==> src/pft_pkg.sv <==
// Shared types and constants of the pedestal threshold pulse finder.
`default_nettype none
package pft_pkg;

    localparam int SAMPLE_W = 12;
    localparam int INDEX_W  = 12;
    localparam int COUNT_W  = 12;
    localparam int CFG_W    = 4;
    localparam int SQ_W     = 2 * CFG_W;

    localparam logic [COUNT_W-1:0] COUNT_MAX = '1;

    // configuration register indexes
    localparam logic CFG_THRESHOLD = 1'b0;
    localparam logic CFG_END_BAND  = 1'b1;

    localparam logic [CFG_W-1:0] THRESHOLD_RST = 4'd5;
    localparam logic [CFG_W-1:0] END_BAND_RST  = 4'd1;

    localparam logic KIND_START   = 1'b0;
    localparam logic KIND_SUMMARY = 1'b1;

    localparam logic STATUS_OK    = 1'b0;
    localparam logic STATUS_SHORT = 1'b1;

    typedef struct packed {
        logic [SAMPLE_W-1:0] sample;
        logic                last_of_island;
    } t_in_item;

    typedef struct packed {
        logic               kind;
        logic [INDEX_W-1:0] start_index;
        logic [COUNT_W-1:0] pulse_count;
        logic               status;
        logic               last;
    } t_out_item;

    typedef struct packed {
        logic start_ok;
        logic end_ok;
    } t_judge_res;

endpackage
`default_nettype wire

==> src/pft_in_if.sv <==
// Sample channel: valid/ready handshake with one sample per transaction.
`default_nettype none
interface pft_in_if;
    logic              valid;
    logic              ready;
    pft_pkg::t_in_item data;

    modport source (output valid, output data, input ready);
    modport sink   (input valid, input data, output ready);
endinterface
`default_nettype wire

==> src/pft_out_if.sv <==
// Result channel: valid/ready handshake with one result per transaction.
`default_nettype none
interface pft_out_if;
    logic               valid;
    logic               ready;
    pft_pkg::t_out_item data;

    modport source (output valid, output data, input ready);
    modport sink   (input valid, input data, output ready);
endinterface
`default_nettype wire

==> src/pft_head_mem.sv <==
// Head sample store: one write port, one read port, registered read data.
`default_nettype none
module pft_head_mem #(
    parameter int DEPTH = 10,
    parameter int WIDTH = 12
) (
    input  wire logic                     i_clk,
    input  wire logic                     i_we,
    input  wire logic [$clog2(DEPTH)-1:0] i_waddr,
    input  wire logic [WIDTH-1:0]         i_wdata,
    input  wire logic                     i_re,
    input  wire logic [$clog2(DEPTH)-1:0] i_raddr,
    output logic      [WIDTH-1:0]         o_rdata
);

    logic [WIDTH-1:0] r_mem [DEPTH];

    always_ff @(posedge i_clk) begin
        if (i_we) begin
            r_mem[i_waddr] <= i_wdata;
        end
    end

    always_ff @(posedge i_clk) begin
        if (i_re) begin
            o_rdata <= r_mem[i_raddr];
        end
    end

endmodule
`default_nettype wire

==> src/pft_judge.sv <==
// Start and end tests for one sample index, as a five stage pipeline.
`default_nettype none
module pft_judge #(
    parameter int PEDESTAL_LEN = 10,
    parameter int SAMPLE_BITS  = 12,
    localparam int LW = $clog2(PEDESTAL_LEN + 1),
    localparam int CW = $clog2(PEDESTAL_LEN),
    localparam int SW = SAMPLE_BITS + CW,
    localparam int VW = 2 * SAMPLE_BITS + CW + LW
) (
    input  wire logic                     i_clk,
    input  wire logic                     i_rst_n,
    input  wire logic                     i_go,
    input  wire logic [SAMPLE_BITS-1:0]   i_a,
    input  wire logic [SAMPLE_BITS-1:0]   i_b,
    input  wire logic [SAMPLE_BITS-1:0]   i_c,
    input  wire logic [SW-1:0]            i_sum,
    input  wire logic [VW-1:0]            i_var,
    input  wire logic [pft_pkg::SQ_W-1:0] i_k_sq,
    input  wire logic [pft_pkg::SQ_W-1:0] i_e_sq,
    output logic                          o_done,
    output pft_pkg::t_judge_res           o_res
);

    localparam int SB  = SAMPLE_BITS;
    localparam int XW  = SB + LW;
    localparam int KW  = VW + pft_pkg::SQ_W;
    localparam int TW  = SB + 2;
    localparam int RSH = TW + 2;
    localparam int PW  = TW + RSH;
    localparam logic [RSH-1:0] RECIP = RSH'((1 << RSH) / 3);
    localparam logic [XW-1:0]  L_X   = XW'(PEDESTAL_LEN);

    // stage 1
    logic            r1_v, r1_lt;
    logic [SW-1:0]   r1_d;
    logic [TW-1:0]   r1_sum;
    logic [PW-1:0]   r1_prod;
    logic [KW-1:0]   r1_kv, r1_ev;
    logic [XW-1:0]   r1_s;
    // stage 2
    logic            r2_v, r2_lt;
    logic [SB-1:0]   r2_m;
    logic [2*SW-1:0] r2_dd;
    logic [KW-1:0]   r2_kv, r2_ev;
    logic [XW-1:0]   r2_s;
    // stage 3
    logic            r3_v, r3_lt;
    logic [XW-1:0]   r3_x;
    logic [2*SW-1:0] r3_dd;
    logic [KW-1:0]   r3_kv, r3_ev;
    // stage 4
    logic            r4_v, r4_lt;
    logic [2*XW-1:0] r4_xx;
    logic [2*SW-1:0] r4_dd;
    logic [KW-1:0]   r4_kv, r4_ev;

    logic [XW-1:0] la, lb, s_x, lm;
    logic [TW-1:0] q_est, q_rem, m_full;

    always_comb begin
        s_x    = XW'(i_sum);
        la     = XW'(i_a) * L_X;
        lb     = XW'(i_b) * L_X;
        q_est  = TW'(r1_prod >> RSH);
        q_rem  = r1_sum - ((q_est << 1) + q_est);
        m_full = (q_rem >= TW'(3)) ? q_est + TW'(1) : q_est;
        lm     = XW'(r2_m) * L_X;
    end

    always_ff @(posedge i_clk) begin
        if (!i_rst_n) begin
            r1_v   <= 1'b0;
            r2_v   <= 1'b0;
            r3_v   <= 1'b0;
            r4_v   <= 1'b0;
            o_done <= 1'b0;
        end else begin
            r1_v   <= i_go;
            r2_v   <= r1_v;
            r3_v   <= r2_v;
            r4_v   <= r3_v;
            o_done <= r4_v;
        end
    end

    always_ff @(posedge i_clk) begin
        r1_lt   <= (la < s_x) && (lb < s_x);
        r1_d    <= SW'(s_x - lb);
        r1_sum  <= TW'(i_a) + TW'(i_b) + TW'(i_c);
        r1_prod <= (PW'(i_a) + PW'(i_b) + PW'(i_c)) * PW'(RECIP);
        r1_kv   <= KW'(i_k_sq) * KW'(i_var);
        r1_ev   <= KW'(i_e_sq) * KW'(i_var);
        r1_s    <= s_x;

        r2_lt <= r1_lt;
        r2_m  <= SB'(m_full);
        r2_dd <= (2*SW)'(r1_d) * (2*SW)'(r1_d);
        r2_kv <= r1_kv;
        r2_ev <= r1_ev;
        r2_s  <= r1_s;

        r3_lt <= r2_lt;
        r3_x  <= (lm >= r2_s) ? lm - r2_s : r2_s - lm;
        r3_dd <= r2_dd;
        r3_kv <= r2_kv;
        r3_ev <= r2_ev;

        r4_lt <= r3_lt;
        r4_xx <= (2*XW)'(r3_x) * (2*XW)'(r3_x);
        r4_dd <= r3_dd;
        r4_kv <= r3_kv;
        r4_ev <= r3_ev;

        o_res.start_ok <= r4_lt && (KW'(r4_dd) > r4_kv);
        o_res.end_ok   <= KW'(r4_xx) < r4_ev;
    end

endmodule
`default_nettype wire

==> src/pedestal_threshold_pulse_finder.sv <==
// Top level: island sequencer, pedestal sums, head store and result register.
//
//  channel       dir  payload                                      handshake
//  i_sample_ch   in   sample, last_of_island                       valid/ready
//  o_result_ch   out  kind, start_index, pulse_count, status, last valid/ready
//  i_cfg_*       in   index 0 threshold_sigma, 1 end_band_sigma    write enable
//
// Samples inside the pedestal window are taken without leaving the idle state; a later
// sample runs the judge before the next is taken, and the last of an island also runs
// the final index and the summary. The sample that closes the window replays the head:
// it is read back one entry at a time and every index passes the judge pipeline. Reset
// is synchronous and needs no clearing pass. A stalled result register holds the
// sequencer only when it has a new result to load.
`default_nettype none
module pedestal_threshold_pulse_finder #(
    parameter int PEDESTAL_LEN = 10,
    parameter int SAMPLE_BITS  = 12,
    parameter int MAX_ISLAND   = 4096
) (
    input  wire logic                      i_clk,
    input  wire logic                      i_rst_n,
    pft_in_if.sink                         i_sample_ch,
    pft_out_if.source                      o_result_ch,
    input  wire logic                      i_cfg_we,
    input  wire logic                      i_cfg_idx,
    input  wire logic [pft_pkg::CFG_W-1:0] i_cfg_data
);

    localparam int SB = SAMPLE_BITS;
    localparam int LW = $clog2(PEDESTAL_LEN + 1);
    localparam int CW = $clog2(PEDESTAL_LEN);
    localparam int SW = SB + CW;
    localparam int QW = 2 * SB + CW;
    localparam int VW = QW + LW;
    localparam int PSW = $clog2(MAX_ISLAND + 1);
    localparam int QSW = pft_pkg::SQ_W;

    localparam logic [PSW-1:0] POS_HEAD_END = PSW'(PEDESTAL_LEN - 1);
    localparam logic [PSW-1:0] POS_REPLAY_END = PSW'(PEDESTAL_LEN - 3);
    localparam logic [PSW-1:0] POS_MAX = PSW'(MAX_ISLAND);

    typedef enum logic [3:0] {
        S_IDLE, S_VAR0, S_VAR1, S_RD, S_RDQ, S_JGO, S_JWAIT, S_JDONE, S_POST, S_SUMMARY
    } t_state;

    typedef enum logic [1:0] {
        PH_REPLAY, PH_LIVE, PH_TAIL
    } t_phase;

    t_state r_state;
    t_phase r_phase;

    logic [QSW-1:0]             r_k_sq, r_e_sq;
    logic [SW-1:0]              r_sum;
    logic [QW-1:0]              r_sq_sum;
    logic [2*SW-1:0]            r_ss;
    logic [VW-1:0]              r_lq, r_var;
    logic [SB-1:0]              r_r0, r_r1, r_c;
    logic [PSW-1:0]             r_pos, r_idx;
    logic                       r_open, r_full, r_last, r_status;
    logic [pft_pkg::COUNT_W-1:0] r_count;
    logic [CW-1:0]              r_rd_addr;
    logic [1:0]                 r_fill;
    pft_pkg::t_judge_res        r_res;
    logic                       r_out_valid;
    pft_pkg::t_out_item         r_out_data;

    logic                accept, out_free, mem_we, mem_re, start, open_next, jdone;
    logic [SB-1:0]       s_in, mem_q;
    pft_pkg::t_judge_res jres;

    assign s_in     = SB'(i_sample_ch.data.sample);
    assign accept   = i_sample_ch.valid && i_sample_ch.ready;
    assign out_free = !r_out_valid || o_result_ch.ready;
    assign mem_we   = accept && (r_pos <= POS_HEAD_END);
    assign mem_re   = (r_state == S_RD);

    assign i_sample_ch.ready = (r_state == S_IDLE);
    assign o_result_ch.valid = r_out_valid;
    assign o_result_ch.data  = r_out_data;

    always_comb begin
        start     = !r_open && r_res.start_ok;
        open_next = r_open || start;
        if (open_next && r_full && r_res.end_ok) begin
            open_next = 1'b0;
        end
    end

    pft_head_mem #(
        .DEPTH (PEDESTAL_LEN),
        .WIDTH (SB)
    ) u_head_mem (
        .i_clk   (i_clk),
        .i_we    (mem_we),
        .i_waddr (r_pos[CW-1:0]),
        .i_wdata (s_in),
        .i_re    (mem_re),
        .i_raddr (r_rd_addr),
        .o_rdata (mem_q)
    );

    pft_judge #(
        .PEDESTAL_LEN (PEDESTAL_LEN),
        .SAMPLE_BITS  (SAMPLE_BITS)
    ) u_judge (
        .i_clk   (i_clk),
        .i_rst_n (i_rst_n),
        .i_go    (r_state == S_JGO),
        .i_a     (r_r0),
        .i_b     (r_r1),
        .i_c     (r_c),
        .i_sum   (r_sum),
        .i_var   (r_var),
        .i_k_sq  (r_k_sq),
        .i_e_sq  (r_e_sq),
        .o_done  (jdone),
        .o_res   (jres)
    );

    // configuration: keep the squared multipliers only
    always_ff @(posedge i_clk) begin
        if (!i_rst_n) begin
            r_k_sq <= QSW'(pft_pkg::THRESHOLD_RST) * QSW'(pft_pkg::THRESHOLD_RST);
            r_e_sq <= QSW'(pft_pkg::END_BAND_RST) * QSW'(pft_pkg::END_BAND_RST);
        end else if (i_cfg_we) begin
            unique case (i_cfg_idx)
                pft_pkg::CFG_THRESHOLD: r_k_sq <= QSW'(i_cfg_data) * QSW'(i_cfg_data);
                pft_pkg::CFG_END_BAND:  r_e_sq <= QSW'(i_cfg_data) * QSW'(i_cfg_data);
                default: ;
            endcase
        end
    end

    always_ff @(posedge i_clk) begin
        if (!i_rst_n) begin
            r_state     <= S_IDLE;
            r_phase     <= PH_LIVE;
            r_sum       <= '0;
            r_sq_sum    <= '0;
            r_r0        <= '0;
            r_r1        <= '0;
            r_pos       <= '0;
            r_open      <= 1'b0;
            r_count     <= '0;
            r_status    <= pft_pkg::STATUS_OK;
            r_last      <= 1'b0;
            r_full      <= 1'b0;
            r_fill      <= '0;
            r_out_valid <= 1'b0;
        end else begin
            if (o_result_ch.ready) begin
                r_out_valid <= 1'b0;
            end
            unique case (r_state)
                S_IDLE: begin
                    if (accept) begin
                        r_last <= i_sample_ch.data.last_of_island;
                        if (r_pos <= POS_HEAD_END) begin
                            r_sum    <= r_sum + SW'(s_in);
                            r_sq_sum <= r_sq_sum + QW'((2*SB)'(s_in) * (2*SB)'(s_in));
                        end
                        if (r_pos < POS_HEAD_END) begin
                            if (i_sample_ch.data.last_of_island) begin
                                r_status <= pft_pkg::STATUS_SHORT;
                                r_state  <= S_SUMMARY;
                            end else begin
                                r_pos <= r_pos + PSW'(1);
                            end
                        end else if (r_pos == POS_HEAD_END) begin
                            r_state <= S_VAR0;
                        end else begin
                            r_c     <= s_in;
                            r_idx   <= r_pos - PSW'(2);
                            r_phase <= PH_LIVE;
                            r_full  <= 1'b1;
                            r_state <= S_JGO;
                        end
                    end
                end
                S_VAR0: begin
                    r_ss    <= (2*SW)'(r_sum) * (2*SW)'(r_sum);
                    r_lq    <= VW'(r_sq_sum) * VW'(PEDESTAL_LEN);
                    r_state <= S_VAR1;
                end
                S_VAR1: begin
                    r_var     <= (r_lq > VW'(r_ss)) ? r_lq - VW'(r_ss) : '0;
                    r_rd_addr <= '0;
                    r_fill    <= '0;
                    r_idx     <= '0;
                    r_phase   <= PH_REPLAY;
                    r_full    <= 1'b1;
                    r_state   <= S_RD;
                end
                S_RD: begin
                    r_state <= S_RDQ;
                end
                S_RDQ: begin
                    r_rd_addr <= r_rd_addr + CW'(1);
                    unique case (r_fill)
                        2'd0: begin
                            r_r0    <= mem_q;
                            r_fill  <= 2'd1;
                            r_state <= S_RD;
                        end
                        2'd1: begin
                            r_r1    <= mem_q;
                            r_fill  <= 2'd2;
                            r_state <= S_RD;
                        end
                        default: begin
                            r_c     <= mem_q;
                            r_state <= S_JGO;
                        end
                    endcase
                end
                S_JGO: begin
                    r_state <= S_JWAIT;
                end
                S_JWAIT: begin
                    if (jdone) begin
                        r_res   <= jres;
                        r_state <= S_JDONE;
                    end
                end
                S_JDONE: begin
                    // hold a start until the result register can take it
                    if (!start || out_free) begin
                        if (start) begin
                            r_out_valid            <= 1'b1;
                            r_out_data.kind        <= pft_pkg::KIND_START;
                            r_out_data.start_index <= pft_pkg::INDEX_W'(r_idx);
                            r_out_data.pulse_count <= '0;
                            r_out_data.status      <= pft_pkg::STATUS_OK;
                            r_out_data.last        <= 1'b0;
                            if (r_count != pft_pkg::COUNT_MAX) begin
                                r_count <= r_count + pft_pkg::COUNT_W'(1);
                            end
                        end
                        r_open <= open_next;
                        unique case (r_phase)
                            PH_TAIL: r_state <= S_SUMMARY;
                            PH_LIVE: begin
                                r_r0    <= r_r1;
                                r_r1    <= r_c;
                                r_state <= S_POST;
                            end
                            default: begin
                                r_r0 <= r_r1;
                                r_r1 <= r_c;
                                if (r_idx == POS_REPLAY_END) begin
                                    r_state <= S_POST;
                                end else begin
                                    r_idx   <= r_idx + PSW'(1);
                                    r_state <= S_RD;
                                end
                            end
                        endcase
                    end
                end
                S_POST: begin
                    if (r_last) begin
                        // final index gets the start test only
                        r_idx   <= r_pos - PSW'(1);
                        r_c     <= '0;
                        r_full  <= 1'b0;
                        r_phase <= PH_TAIL;
                        r_state <= S_JGO;
                    end else begin
                        if (r_pos < POS_MAX) begin
                            r_pos <= r_pos + PSW'(1);
                        end
                        r_state <= S_IDLE;
                    end
                end
                S_SUMMARY: begin
                    if (out_free) begin
                        r_out_valid            <= 1'b1;
                        r_out_data.kind        <= pft_pkg::KIND_SUMMARY;
                        r_out_data.start_index <= '0;
                        r_out_data.pulse_count <= r_count;
                        r_out_data.status      <= r_status;
                        r_out_data.last        <= 1'b1;
                        // clear island state, keep configuration
                        r_sum    <= '0;
                        r_sq_sum <= '0;
                        r_r0     <= '0;
                        r_r1     <= '0;
                        r_pos    <= '0;
                        r_open   <= 1'b0;
                        r_count  <= '0;
                        r_status <= pft_pkg::STATUS_OK;
                        r_state  <= S_IDLE;
                    end
                end
                default: r_state <= S_IDLE;
            endcase
        end
    end

`ifndef ASSERT_OFF
    a_judge_done_when_waiting: assert property (@(posedge i_clk) disable iff (!i_rst_n)
        jdone |-> (r_state == S_JWAIT))
        else $error("judge result arrived outside the wait state");

    a_pos_bounded: assert property (@(posedge i_clk) disable iff (!i_rst_n)
        r_pos <= POS_MAX)
        else $error("sample position ran past the island limit");

    a_summary_is_last: assert property (@(posedge i_clk) disable iff (!i_rst_n)
        (r_out_valid && (r_out_data.kind == pft_pkg::KIND_SUMMARY)) |-> r_out_data.last)
        else $error("summary result without last flag");

    a_stalled_result_held: assert property (@(posedge i_clk) disable iff (!i_rst_n)
        (r_out_valid && !o_result_ch.ready) |=> (r_out_valid && $stable(r_out_data)))
        else $error("stalled result overwritten");

    a_short_status_no_pulses: assert property (@(posedge i_clk) disable iff (!i_rst_n)
        (r_out_valid && (r_out_data.status == pft_pkg::STATUS_SHORT))
            |-> (r_out_data.pulse_count == '0))
        else $error("short island reported pulses");
`endif

endmodule
`default_nettype wire
==> src/flat_wrapper.sv <==
// flat-port wrapper written by rule: the top's interface ports become plain ports
module pedestal_threshold_pulse_finder_flat 
#(
    parameter int PEDESTAL_LEN = 10,
    parameter int SAMPLE_BITS  = 12,
    parameter int MAX_ISLAND   = 4096
)
  (i_clk, i_rst_n, i_cfg_we, i_cfg_idx, i_cfg_data, i_sample_ch_valid, i_sample_ch_data, i_sample_ch_ready, o_result_ch_valid, o_result_ch_data, o_result_ch_ready);
  pft_in_if i_sample_ch_i ();
  pft_out_if o_result_ch_i ();
  input  wire logic i_clk;
  input  wire logic i_rst_n;
  input  wire logic i_cfg_we;
  input  wire logic i_cfg_idx;
  input  wire logic [pft_pkg::CFG_W-1:0] i_cfg_data;
  input wire logic [$bits(i_sample_ch_i.valid)-1:0] i_sample_ch_valid;
  input wire logic [$bits(i_sample_ch_i.data)-1:0] i_sample_ch_data;
  output wire logic [$bits(i_sample_ch_i.ready)-1:0] i_sample_ch_ready;
  output wire logic [$bits(o_result_ch_i.valid)-1:0] o_result_ch_valid;
  output wire logic [$bits(o_result_ch_i.data)-1:0] o_result_ch_data;
  input wire logic [$bits(o_result_ch_i.ready)-1:0] o_result_ch_ready;
  assign i_sample_ch_i.valid = i_sample_ch_valid;
  assign i_sample_ch_i.data = i_sample_ch_data;
  assign i_sample_ch_ready = i_sample_ch_i.ready;
  assign o_result_ch_valid = o_result_ch_i.valid;
  assign o_result_ch_data = o_result_ch_i.data;
  assign o_result_ch_i.ready = o_result_ch_ready;
  pedestal_threshold_pulse_finder #(.PEDESTAL_LEN(PEDESTAL_LEN), .SAMPLE_BITS(SAMPLE_BITS), .MAX_ISLAND(MAX_ISLAND)) u_core (.i_clk(i_clk), .i_rst_n(i_rst_n), .i_sample_ch(i_sample_ch_i), .o_result_ch(o_result_ch_i), .i_cfg_we(i_cfg_we), .i_cfg_idx(i_cfg_idx), .i_cfg_data(i_cfg_data));
endmodule
==> config.mk <==
export PLATFORM = sky130hd
export DESIGN_NAME = pedestal_threshold_pulse_finder_flat
export DESIGN_NICKNAME = d
export VERILOG_FILES = /design/src/pft_pkg.sv /design/src/pft_in_if.sv /design/src/pft_out_if.sv /design/src/pft_head_mem.sv /design/src/pft_judge.sv /design/src/pedestal_threshold_pulse_finder.sv /design/src/flat_wrapper.sv
export SDC_FILE = /design/constraint.sdc
export NUM_CORES = 2
export LEC_CHECK = 0
export BUFFER_PORTS_ARGS = -buffer_cell sky130_fd_sc_hd__buf_2
export CAP_MARGIN = 20
export CORE_UTILIZATION = 45
export DETAILED_ROUTE_END_ITERATION = 10
export HOLD_SLACK_MARGIN = 0.02
export PLACE_DENSITY_LB_ADDON = 0.2
export SYNTH_ARGS = -nofsm -noshare
export SYNTH_HDL_FRONTEND = slang
export SYNTH_SLANG_ARGS = --single-unit
export TNS_END_PERCENT = 30
==> constraint.sdc <==
create_clock -name i_clk -period 19 [get_ports i_clk]
set_input_delay 1.9 -clock i_clk [delete_from_list [all_inputs] [get_ports i_clk]]
set_output_delay 1.9 -clock i_clk [all_outputs]
set_load 0.05 [all_outputs]
Yosys cells after proc, flatten, opt, wreduce, memory -nomap -nowiden:

Memories as Yosys holds them, arrays and structs flattened. A register that Yosys moved wholly into a read port is not among the register bits.
Cells that the tools add are included.

* add/subtract/negate cells: 19
* multiply operators: 12
* magnitude comparators: 10
* equal/unequal tests: 38
* muxes and demuxes: 88
* bitwise logic cells: 1
* reduce and logical (&&, ||, !) cells: 45

Operator list (count)
* 12-bit 2-to-1 mux: 16
* 13-bit 2-to-1 mux: 13
* 12-bit one-hot mux with 3 select lines: 3
* 16-bit by 16-bit multiplier with 32-bit output: 3
* 28-bit 2-to-1 mux: 3
* 27-bit 2-to-1 mux: 3
* 8-bit by 32-bit multiplier with 40-bit output: 2
* 16-bit 2-to-1 mux: 4
* 28-bit one-hot mux with 2 select lines: 1
* 27-bit one-hot mux with 2 select lines: 1
* 13-bit one-hot mux with 4 select lines: 1
* 16-bit subtractor: 3
* 12-bit by 3-bit multiplier with 15-bit output (second input constant): 3
* 32-bit by 40-bit greater-than comparator with 1-bit output: 1
* 32-bit by 40-bit < comparator with 1-bit output: 1
* 4-bit one-hot mux with 10 select lines: 1
* 13-bit one-hot mux with 3 select lines: 1
* 5-bit AND reduction: 7
* 32-bit greater-than comparator: 1
* 16-bit < comparator: 2
* 16-bit one-hot mux with 2 select lines: 1
* 32-bit subtractor: 1
* 28-bit by 3-bit multiplier with 31-bit output (second input constant): 1
* 14-bit by 15-bit multiplier with 29-bit output (second input constant): 1
* other kinds (56): 139

* register bits after elaboration: 853
* RAM bits: 120
* input bits: 23
* output and inout bits: 29
* logic and storage cells: 273
* memories: 1

Memory list
* u_core.u_head_mem.r_mem: depth 10, width 12, rd ports 1, clocked after Yosys merged registers in 1, wr ports 1, RTL line pft_head_mem.sv:16 `logic [WIDTH-1:0] r_mem [DEPTH];`

Logic depth before layout (Yosys ltp):

* depth after elaboration: 8
* mapped depth: 32
* gate-level depth less buffers: 32

By module:

Synthesis repeated with hierarchy kept, for this count alone.

* cell total of the unflattened synthesis: 8487
* area, all modules: 83132.2 um2

By module, submodules not included
* pft_judge: instances 1, cells an instance 5222, area each 50721.1 um2, sequential area each 11090.6 um2
* pedestal_threshold_pulse_finder: instances 1, cells an instance 2992, area each 27238.6 um2, sequential area each 6936.7 um2
* pft_head_mem: instances 1, cells an instance 273, area each 5172.5 um2, sequential area each 3963.8 um2

Worst setup path before layout:

OpenSTA, ideal clock, no wires.

* path kind: input port to flip-flop
* from: input port i_rst_n
* to: register u_core.r_lq[10] (enable)
* setup time: 0.635 ns
* data arrival time: 7.827 ns
* data required time: 18.365 ns
* path slack: 10.538 ns
* stages on the path: 2
* buffers on the path: 0
* path through: inv_2 -> nor4_1

* cells in the longest elaborated chain, start to end: 1

RTL lines
* from (decl): RTL line flat_wrapper.sv:12 `input wire logic i_rst_n;`
* 2-bit AND reduction (no source line)
* to (signal assigned): RTL line pedestal_threshold_pulse_finder.sv:183 `r_lq <= VW'(r_sq_sum) * VW'(PEDESTAL_LEN);`
* to (decl): RTL line pedestal_threshold_pulse_finder.sv:57 `logic [VW-1:0] r_lq, r_var;`

Every way passes these cells.
A chain may end at the register's enable or synchronous reset.

Final worst setup path:

* from: register u_core.r_c[1]
* to: register u_core.u_judge.r1_prod[28]

* cells in the longest elaborated chain, start to end: 2

RTL lines
* from (decl): RTL line pedestal_threshold_pulse_finder.sv:58 `logic [SB-1:0] r_r0, r_r1, r_c;`
* from (signal assigned): RTL line pedestal_threshold_pulse_finder.sv:173 `r_c <= s_in;`
* from (signal assigned): RTL line pedestal_threshold_pulse_finder.sv:212 `r_c <= mem_q;`
* 13-bit by 12-bit adder with 14-bit output: RTL line pft_judge.sv:91 `r1_prod <= (PW'(i_a) + PW'(i_b) + PW'(i_c)) * PW'(RECIP);`
* 14-bit by 15-bit multiplier with 29-bit output: RTL line pft_judge.sv:91
* to (signal assigned): RTL line pft_judge.sv:91
* to (decl): RTL line pft_judge.sv:38 `logic [PW-1:0] r1_prod;`

Every way passes these cells.

==> summary by stage <==
Timing
Setup violations remaining at the end of the flow were counted as 0. Setup repair after global routing left no endpoint under its margin. For the pin with the worst max-slew slack, the measured transition is 1.080 ns. The clock arrives with 0.09775 ns of skew. The setup TNS after final layout is 0 ns. The count of final max-slew check failures is 0.

Across all setup checks in the final design, the least slack found is 10.52 ns. In this run the tightest slew margin relative to its limit is 27.72%. Timing would allow up to 117.9 MHz. The worst hold slack is 0.2483 ns.

The total count of hold-check failures in the final report is 0. After layout, the worst path uses 44.64% of the clock period. After layout, the minimum clock period comes to 8.481 ns.

Min path
The tightest min-delay check is of the reg2reg type. The worst hold path terminates at u_core.u_judge.r4_dd[18]. The start point of the worst min-delay path is u_core.u_judge.r3_dd[18].

The worst hold path passes through 0 cells.

CTS
The number of setup buffers added after CTS is 0. Once the clock tree was built, the resizer swapped 0 gates to a different size. In this run, post-CTS hold repair placed 0 buffers. The number of levels the H-tree was split into is 3.

The clock-pin transition on the worst setup and hold timing paths is 0.06 ns. The CTS buffer count is 102. No sink is reached through more buffers than the 3 on the longest clock path.

TritonCTS built the clock tree. The clock insertion delay at the later pin of the skew report is 0.77 ns. The cell sitting at the root of the clock tree is a clkbuf_16. The total clock sinks is 957.

Placed design
The pre-CTS setup slack is 10.50 ns. The congestion estimate from routability-driven global placement came to 0.8425. The count of port buffers added during placement is 51. After detailed placement, the design holds a cell count of 10.40k.

The HPWL after detailed placement is 146200 um.

Worst setup path
For flop-to-flop paths, the worst setup slack is 10.52 ns. The worst setup path is launched from a register. On the worst path, the slowest cell contributes a delay of 0.66 ns. The endpoint arrival time on the critical path is 9.16 ns. The maximum fanout count along the critical path is 4. The worst setup path is of the reg2reg kind. At the worst endpoint, the required time is 19.68 ns.

The most numerous cell type found on the critical path is fa_1. Broken down by cell family, the worst path's largest delay share belongs to adder cells. Among all stages on the critical path, the largest delay is contributed by fa_1. The total buffers and inverters traversed by the critical path is 4. In this run the critical register-to-register path is captured at u_core.u_judge.r1_prod[28]. In this run the critical register-to-register path is launched from u_core.r_c[1]. The type of destination of the critical path is a register.

The worst-case reg-to-reg path depth is 31.

GRT
The number of global-route vias before repair was 58.34k. The global routing met2 resource utilization is 37.16%. The aggregate global-route resource usage is 21.00%.

Entering global routing, the biggest net connects 63 pins. For met3 alone, demand over resource in global routing was 2.301%. The initial antenna violation count is 2. The met1 demand-to-capacity share in global routing is 26.50%.

The wire length of the first global-routing pass is 305300 um. For this run the aggregate overflow at the end of global routing stands at 0. met2 is the most crowded layer.

Floorplanning
After floorplanning, the core was divided into 155 placement rows. During I/O placement, the number of pins put on the boundary was 52. The area of the die is 0.1819 sq mm. The core region is 0.1788 sq mm. Measured along the y axis, the die boundary spans 426.5 um. Measured along the x axis, the die boundary spans 426.5 um. The initial standard-cell utilization of the core is 45.35%.

Logic synthesis
Counting distinct cell types in the post-synthesis netlist gives 92. The flip-flop cell with the highest count after synthesis is dfxtp_1. The synthesized netlist occupies a cell area of 0.08109 sq mm. Summed over all instances, the cell type with the most area after synthesis is fa_1. A synthesized cell averages 9.927 sq um. After synthesis, flip-flops and latches occupy 27.12% of the total area.

The share of Yosys cell area claimed by the top area cell type is 23.90%. The share of flip-flops with an asynchronous set or reset is 0%. The number of synthesis warnings is 0. By instance count, the leading cell after synthesis is inv_1. The cell count after synthesis is 8169.

Counting instances in the post-synthesis netlist gives the leading cell types as inv_1 (1451), fa_1 (968), ha_1 (935), dfxtp_1 (674), nand2_1 (622). Yosys mapped a number of flops with a built-in enable equal to 283. After synthesis the netlist holds a flip-flop and latch count of 957. Ranked by total cell area, the synthesized netlist is headed by fa_1 (24%), dfxtp_1 (17%), ha_1 (14%).

Run status
The run finished with clean final reports.

Drt
The total DRC errors in the routed layout is 0. The number of DRC markers after the initial detailed-route iteration is 2730. The first detailed-routing pass took 5 iterations. The count of nets left with antenna violations once routing finished came out at 0. The total number of vias is 54.89k. The ratio of routed vias to standard cells is 5.183. The detailed-route wire length per cell is 17.43 um. The final layout contains routed wiring with a total length of 184500 um.

Cells and area
Cells with a size suffix above 1 make up 4.676% of the layout. The synthesis-to-finish area growth is 8.006%. The filler cells instantiated in the layout total 16.59k. In the final design database the tool counted 10.07k nets. Excluding fillers, the count of instances in the completed layout stands at 10.59k.

The number of flip-flops in the largest register is 120. Ranked by flip-flop count, first place goes to u_core.u_head_mem.r_mem.

Run
Across the run, the number of max-cap violations was 0.
==> area by class of cell <==
| cell class | instances | area (sq um) | area share [%] |
|---|---|---|---|
| antenna | 1 | 2.502 | 0.002857 |
| clock buffer | 123 | 2721 | 3.107 |
| clock inverter | 68 | 959.7 | 1.096 |
| inverter | 1465 | 5499 | 6.279 |
| multi-input combinational | 5516 | 52780 | 60.27 |
| sequential | 957 | 21990 | 25.11 |
| tap | 2355 | 2947 | 3.364 |
| timing repair buffer | 105 | 680.7 | 0.7771 |
==> kinds of logic after synthesis <==
group / after synthesis / synth area share (%)
XOR/XNOR: 372 / 4.035
flip-flops: 957 / 27.12
multiplexers: 62 / 1.150
adder cells (fa/ha/maj): 1903 / 38.32
AND/OR/NAND/NOR: 2025 / 12.28
other: 1 / 0.004624
buffers and inverters: 1699 / 7.892
AO/OA/AOI/OAI: 1150 / 9.194
==> placed cells by master, fill, tap and decap left out, types with 23 or more instances in the layout <==
master / instances
nor2_1: 413
nand2_1: 621
dfxtp_1: 674
xnor2_1: 233
nand4_1: 52
a31oi_1: 34
o211ai_1: 24
a22oi_1: 35
a21o_1: 194
o21a_1: 44
and2_1: 452
mux2i_1: 29
clkbuf_16: 102
inv_1: 1451
and3_1: 40
nand3_1: 125
a211oi_1: 78
o21ai_0: 179
o31ai_1: 23
o21bai_1: 41
xor2_1: 138
nor3_1: 65
a21oi_1: 353
or3_1: 25
mux4_2: 24
nor2b_1: 73
buf_2: 51
buf_4: 53
edfxtp_1: 283
ha_1: 935
nand2b_1: 58
fa_1: 968
==> stage by stage <==
step / cell area, sq um / util, %
6_report: 87580 / 48.98
5_1_grt: 87580 / 48.98
2_1_floorplan: 81100 / -
3_5_place_dp: 83900 / 46.92
3_3_place_gp: 83870 / 46.90
4_1_cts: 87580 / 48.98
==> worst max path at each step <==
stage,from,end,cells after the start
after floorplan,i_rst_n,u_core.r_lq[10],2
after global placement,u_core.r_r1[1],u_core.u_judge.r1_prod[28],31
after detailed placement,u_core.r_r1[1],u_core.u_judge.r1_prod[28],31
final,u_core.r_c[1],u_core.u_judge.r1_prod[28],31
after global routing,u_core.r_c[1],u_core.u_judge.r1_prod[28],31
after CTS,u_core.r_c[1],u_core.u_judge.r1_prod[28],31
==> metal layers <==
layer	vias to the layer above	share of wire [%]
met1	27240	43
met2	990	50
met3	270	3.7
li1	26390	-
met4	0	3.3
met5	-	0
Power is not shown: default switching activity piles up to over one toggle a cycle in this logic, so the estimate is an artifact.
